[config.mk]
export PLATFORM = sky130hd
export DESIGN_NAME = scsa_index_unit
export DESIGN_NICKNAME = d
export VERILOG_FILES = /design/src/hdl/scsa_pkg.sv /design/src/hdl/scsa_index_unit.sv
export SDC_FILE = /design/constraint.sdc
export NUM_CORES = 1
export LEC_CHECK = 0
export BUFFER_PORTS_ARGS = -buffer_cell sky130_fd_sc_hd__buf_2
export CORE_AREA = 2 2 39 41
export DETAILED_ROUTE_END_ITERATION = 7
export DIE_AREA = 0 0 41 43
export PLACE_DENSITY = 0.8
export SETUP_SLACK_MARGIN = 0.05
export SLEW_MARGIN = 20
export SYNTH_ARGS = -nofsm -noshare
export SYNTH_HDL_FRONTEND = slang
export SYNTH_SLANG_ARGS = --single-unit
[constraint.sdc]
create_clock -name vclk -period 6.5
set_clock_uncertainty 0.15 [all_clocks]
set_input_delay 0.975 -clock vclk [all_inputs]
set_output_delay 0.975 -clock vclk [all_outputs]
set_load 0.01 [all_outputs]
[src/hdl/scsa_pkg.sv]
package scsa_pkg;

    // Default geometry: twelve classes, 256 KB chunks, 8-byte smallest entry
    localparam int SCSA_NUM_CLASSES     = 12;
    localparam int SCSA_CHUNK_SHIFT     = 18;
    localparam int SCSA_MIN_ENTRY_SHIFT = 3;

    // Fixed field widths
    localparam int KIND_W   = 2;
    localparam int SIZE_W   = 16;
    localparam int ADDR_W   = 22;
    localparam int STATUS_W = 2;
    localparam int COPY_W   = 15;

    localparam logic [KIND_W-1:0] KIND_ALLOC   = 2'd0;
    localparam logic [KIND_W-1:0] KIND_FREE    = 2'd1;
    localparam logic [KIND_W-1:0] KIND_REALLOC = 2'd2;

    typedef enum logic [STATUS_W-1:0] {
        STATUS_OK        = 2'd0,
        STATUS_TOO_LARGE = 2'd1,
        STATUS_NO_SLOT   = 2'd2
    } status_t;

    typedef enum logic [2:0] {
        S_INIT,
        S_IDLE,
        S_DECODE,
        S_POP,
        S_FREE,
        S_DONE
    } seq_state_t;

    // Offset of a class's links in the shared table: sum of the slot counts
    // of all lower classes. Elaboration-time only.
    function automatic int scsa_class_base(int c, int sw);
        int acc;
        acc = 0;
        for (int k = 0; k < c; k++)
        begin
            acc += (k < sw) ? (1 << (sw - k)) : 1;
        end
        return acc;
    endfunction

endpackage

[src/hdl/scsa_index_unit.sv]
module scsa_index_unit #(
    parameter int NUM_CLASSES     = scsa_pkg::SCSA_NUM_CLASSES,
    parameter int CHUNK_SHIFT     = scsa_pkg::SCSA_CHUNK_SHIFT,
    parameter int MIN_ENTRY_SHIFT = scsa_pkg::SCSA_MIN_ENTRY_SHIFT,
    parameter int CW              = (NUM_CLASSES > 1) ? $clog2(NUM_CLASSES) : 1,
    parameter int SW              = CHUNK_SHIFT - MIN_ENTRY_SHIFT,
    parameter int LW              = SW + 1
) (
    input  logic [CW-1:0] cls,
    input  logic [SW-1:0] slot,
    output logic [LW-1:0] idx
);
    import scsa_pkg::*;

    logic [LW-1:0] base_tbl [2**CW];

    // Constant per-class base offsets; codes past the last class read zero
    for (genvar g = 0; g < 2**CW; g++)
    begin : g_base
        if (g < NUM_CLASSES)
        begin : g_real
            assign base_tbl[g] = LW'(scsa_class_base(g, SW));
        end
        else
        begin : g_pad
            assign base_tbl[g] = '0;
        end
    end

    // Shared adder: wraps at the table depth
    assign idx = base_tbl[cls] + LW'(slot);

endmodule

; ---- Word-level counts from Yosys, hierarchy flattened
; Memories as Yosys holds them, arrays and structs flattened.
; Cells that the tools add are included.
[word_totals]
rom_bits = 256
regBits = 0
memories = 1
word_cells = 6
output_inout_bits = 16
inputBits = 19
ramBits = 0
latchBits = 0
[classes]
bitwise_logic = 1
order_cmp = 1
shift = 0
mux = 2
div = 0
n_reduce_logical = 0
multipliers = 0
eq_ne = 0
n_addsub = 1
[mem_list]
columns = memory, depth, word_bits, rd, rd_ports_with_merged_regs, write_ports, line_no
row1 = (no name shown), 16, 16, 1, 0, 0, scsa_index_unit.sv:31  ; assign idx = base_tbl[cls] + LW'(slot);
[op_table]
columns = cell, count
row1 = two-way mux 16 bit, 2
row2 = adder 16 x 15 -> 16 bit, 1
row3 = "greater-or-equal comparator 5 bit, second input constant", 1
row4 = inverter 4 -> 5 bit, 1

; ---- Logic depth before layout (Yosys ltp)
[logic_depth]
depth_word = 5
mapped_depth = 11
mapped_depth_nobuf = 11

; ---- Worst setup path after synthesis
; Ideal clock, no wire load.
[synth_path]
path_type = input-to-output
startpoint = input cls[2]
endpoint = output idx[13]
path_slack_ns = 2.714
stages = 11
arrival_ns = 2.661
required_ns = 5.375
n_path_buf = 0
cell_sequence = inv_1 nand2_1 nor2_1 ha_1 inv_1 fa_1 nand2b_1 a21oi_1 nor3_1 a21oi_1 xor2_1
[synth_between]
elab_chain_len = 5
[synth_lines]
columns = item, line_no
row1 = from (decl), scsa_index_unit.sv:9  ; input logic [CW-1:0] cls,
row2 = inverter 4 -> 5 bit (implied by the code), scsa_index_unit.sv:31
row3 = memory (16 x 16 bit), --
row4 = two-way mux 16 bit (implied by the code) (2 in series), scsa_index_unit.sv:31
row5 = adder 16 x 15 -> 16 bit, scsa_index_unit.sv:31
row6 = to (decl), scsa_index_unit.sv:11  ; output logic [LW-1:0] idx
; No other way between the ends. The select of a mux whose other input is x is not followed.

; ---- Worst setup path after layout
; Same ends and word-level chain as after synthesis.

==> results.md <==
Status:
- The run finished with clean final reports.

Min path:
- The class of the most critical hold timing path is input port to output port.
- The startpoint identified for the worst hold timing path is slot[0].

Power and ir drop:
- Power comes to ~74 µW.
- The worst-case IR drop observed on VDD is about 0.066 mV.
- In this run the static leakage power is approximately 0.37 nW.
- In this run the power density over the cells is ~110 nW/µm².

STA:
- The period utilization is 0.634.
- The final hold violation count is 0.
- The count of endpoints failing setup in the final report is 0.
- The total count of max-transition violations in the final report is 0.
- The headroom to the max-slew limit is 0.799.
- The highest clock frequency the design can meet is approximately 240 MHz.
- The transition time at the pin with the least slew margin is approximately 0.30 ns.
- The time the worst path needs with I/O delays and setup is between 4 and 5 ns.
- Setup repair after global routing left no endpoint under its margin.
- Setup total negative slack on the finished layout was measured at 0 ns.

Cells and area:
- The final net count is 138.
- The most common cell after layout, fill and taps aside is sky130_fd_sc_hd__buf_2.
- Of the cells placed in the final design, the portion with a size suffix greater than 1 is 0.286.
- From synthesis to final layout, the design area changed by 18.7%.
- The area used by sequential logic in the layout is 0 µm².
- The top cell types in the final layout, fill and taps aside, are 25 x sky130_fd_sc_hd__buf_2, 11 x sky130_fd_sc_hd__ha_1, 10 x sky130_fd_sc_hd__inv_1, 9 x sky130_fd_sc_hd__a21oi_1, 8 x sky130_fd_sc_hd__nand2_1.
- The number of flip-flops and latches is 0.
- The area of the multi-input gates is about 500 µm².
- The filler cells instantiated in the layout total 140.
- The repair_antennas step left the layout with diodes totalling 0.
- The layout clock buffer count is 0.

GRT:
- The global-route wire length before repair is around 1700 µm.
- Across every metal layer, demand over resource in global routing totals 0.129.
- The maximum number of pins on one net before global-route repair is 7.
- The initial antenna violation count is 0.
- The number of global-route vias before repair came to ~480.
- The remaining global-route overflow is 0.

Job:
- The tool flagged a number of max-cap violations equal to 0.

Clock network:
- In this run the post-CTS setup repair buffer count came out at 0.
- Gates resized during post-CTS repair numbered 0.
- The number of hold buffers added after CTS was 0.

Floorplan:
- For this configuration, the core starts out at a cell density of 0.416.
- The die height is between 40 and 50 µm.
- The core region is 1380 µm².
- For this design the top-level I/O count stands at 35.
- The number of rows in the core area is 14.
- The floorplan step set the die width to approximately 41 µm.
- The die covers 1760 µm².

Placed design:
- The post-detailed-placement half-perimeter wirelength is ~1000 µm.
- The total of buffers placed on input and output ports is 25.
- The weighted congestion at the end of routability-driven global placement is around 0.78.

Setup path:
- The worst setup path is captured at an output port.
- In this run the worst path has a maximum fanout of 5.
- The critical path class is input port to output port.
- The arrival time reported for the critical path endpoint is roughly 3.0 ns.
- The critical path capture point is idx[13].
- Data on the critical path is required at its endpoint by approximately 5.4 ns.
- STA classifies the critical path startpoint as an input port.
- The origin of the worst setup path is cls[2].

Synth:
- The share of synthesized area in the top cell type comes to 0.239.
- After synthesis, the cell types taking the most area are sky130_fd_sc_hd__ha_1 24%, sky130_fd_sc_hd__a21oi_1 7.8%, sky130_fd_sc_hd__xnor2_1 7.6%.
- The average instance in the mapped netlist occupies 6.77 µm².
- The largest total area in the synthesized netlist belongs to sky130_fd_sc_hd__ha_1.
- When the netlist entered floorplanning its net count stood at between 100 and 150.
- The synthesized netlist occupies a cell area of about 580 µm².
- The yosys synthesis warning count is 0.
- Counting every instance in the synthesized netlist gives 85.
- The count of unique library cells instantiated by Yosys is 23.
- Of the synthesized area, sequential elements account for 0.

Drt:
- The number of search-and-repair iterations in the first detailed-routing pass is 4.
- The number of DRC markers after the initial detailed-route iteration is 8.
- The remaining number of nets flagged by the antenna check after routing is 0.
- In the final routed layout, each cell accounts on average for between 9 and 10 µm.
- The total wirelength of the detailed-routed design is 1150 µm.
- The total via count after detailed routing is between 500 and 600.
- After detailed routing, the number of vias per cell comes to between 4 and 5.
- The number of remaining DRC errors is 0.
-- how the worst min path moves through the flow --
stage,endpoint,slack [ns],cells past startpoint
after floorplan,idx[0],1.89,1
after global placement,idx[1],1.80,0
after detailed placement,idx[1],1.80,0
after CTS,idx[1],1.80,0
after global routing,idx[0],1.80,0
final,idx[0],1.80,0
-- stage by stage --
step	setup WS (ns)	cells	util	cell area, µm²	hold slack (ns)
floorplan	2.71	85	-	576	1.89
global placement	2.41	121	0.494	683	1.80
detailed placement	2.38	121	0.494	683	1.80
CTS	2.36	121	0.494	683	1.80
global route	2.21	121	0.494	683	1.80
finish	2.38	121	0.494	683	1.80
-- logic make-up after synthesis --
kind of cell	synth area share
compound gates	0.228
xor+xnor	0.137
simple gates	0.230
buf+inv	0.130
fa+ha+maj	0.274
-- critical path: stages --
cell	delay, ns
sky130_fd_sc_hd__buf_2	0.12
sky130_fd_sc_hd__inv_1	0.09
sky130_fd_sc_hd__nand2_1	0.10
sky130_fd_sc_hd__nor2_1	0.12
sky130_fd_sc_hd__ha_1	0.18
sky130_fd_sc_hd__inv_1	0.06
sky130_fd_sc_hd__fa_1	0.40
sky130_fd_sc_hd__nand2b_1	0.18
sky130_fd_sc_hd__a21oi_1	0.19
sky130_fd_sc_hd__nor3_1	0.10
sky130_fd_sc_hd__a21oi_1	0.17
sky130_fd_sc_hd__xor2_1	0.15
sky130_fd_sc_hd__buf_2	0.14
-- cell usage after synthesis --
library cell                count
sky130_fd_sc_hd__a21oi_1        9
sky130_fd_sc_hd__o2111ai_2      1
sky130_fd_sc_hd__xor2_1         4
sky130_fd_sc_hd__and3_1         1
sky130_fd_sc_hd__nand2b_1       2
sky130_fd_sc_hd__o21a_1         1
sky130_fd_sc_hd__nand3_1        5
sky130_fd_sc_hd__ha_1          11
sky130_fd_sc_hd__a21oi_2        2
sky130_fd_sc_hd__o21ai_0        5
sky130_fd_sc_hd__and2_1         1
sky130_fd_sc_hd__nor2_1         7
sky130_fd_sc_hd__or2_2          1
sky130_fd_sc_hd__o31ai_1        1
sky130_fd_sc_hd__xnor2_1        5
sky130_fd_sc_hd__a31oi_1        1
sky130_fd_sc_hd__buf_4          5
sky130_fd_sc_hd__fa_1           1
sky130_fd_sc_hd__nand2_1        8
sky130_fd_sc_hd__a21o_1         1
sky130_fd_sc_hd__nor3_1         2
sky130_fd_sc_hd__nand3_2        1
sky130_fd_sc_hd__inv_1         10
-- per-layer routing --
metal  global-route usage  part of all wire  wire [µm]  vias up
met3               0.0105             0.061         70        0
met2                0.222              0.47        535       19
met5                    0                 0          0        -
met4              0.00667                 0          0        0
li1                     -                 -          -      329
met1                0.174              0.47        538      233
-- final cells by class --
class,instances,area share
inverters,10,0.0549
repair buffers,25,0.183
well taps,16,0.0293
multi-input cells,70,0.733
-- power by group --
part           leakage [nW]  total (mW)  internal [mW]  switching (mW)
clock network             0           0              0               0
logic                 0.373      0.0743         0.0341          0.0401
registers                 0           0              0               0
total                 0.373      0.0743         0.0341          0.0401
(Power assumes the default switching activity.)
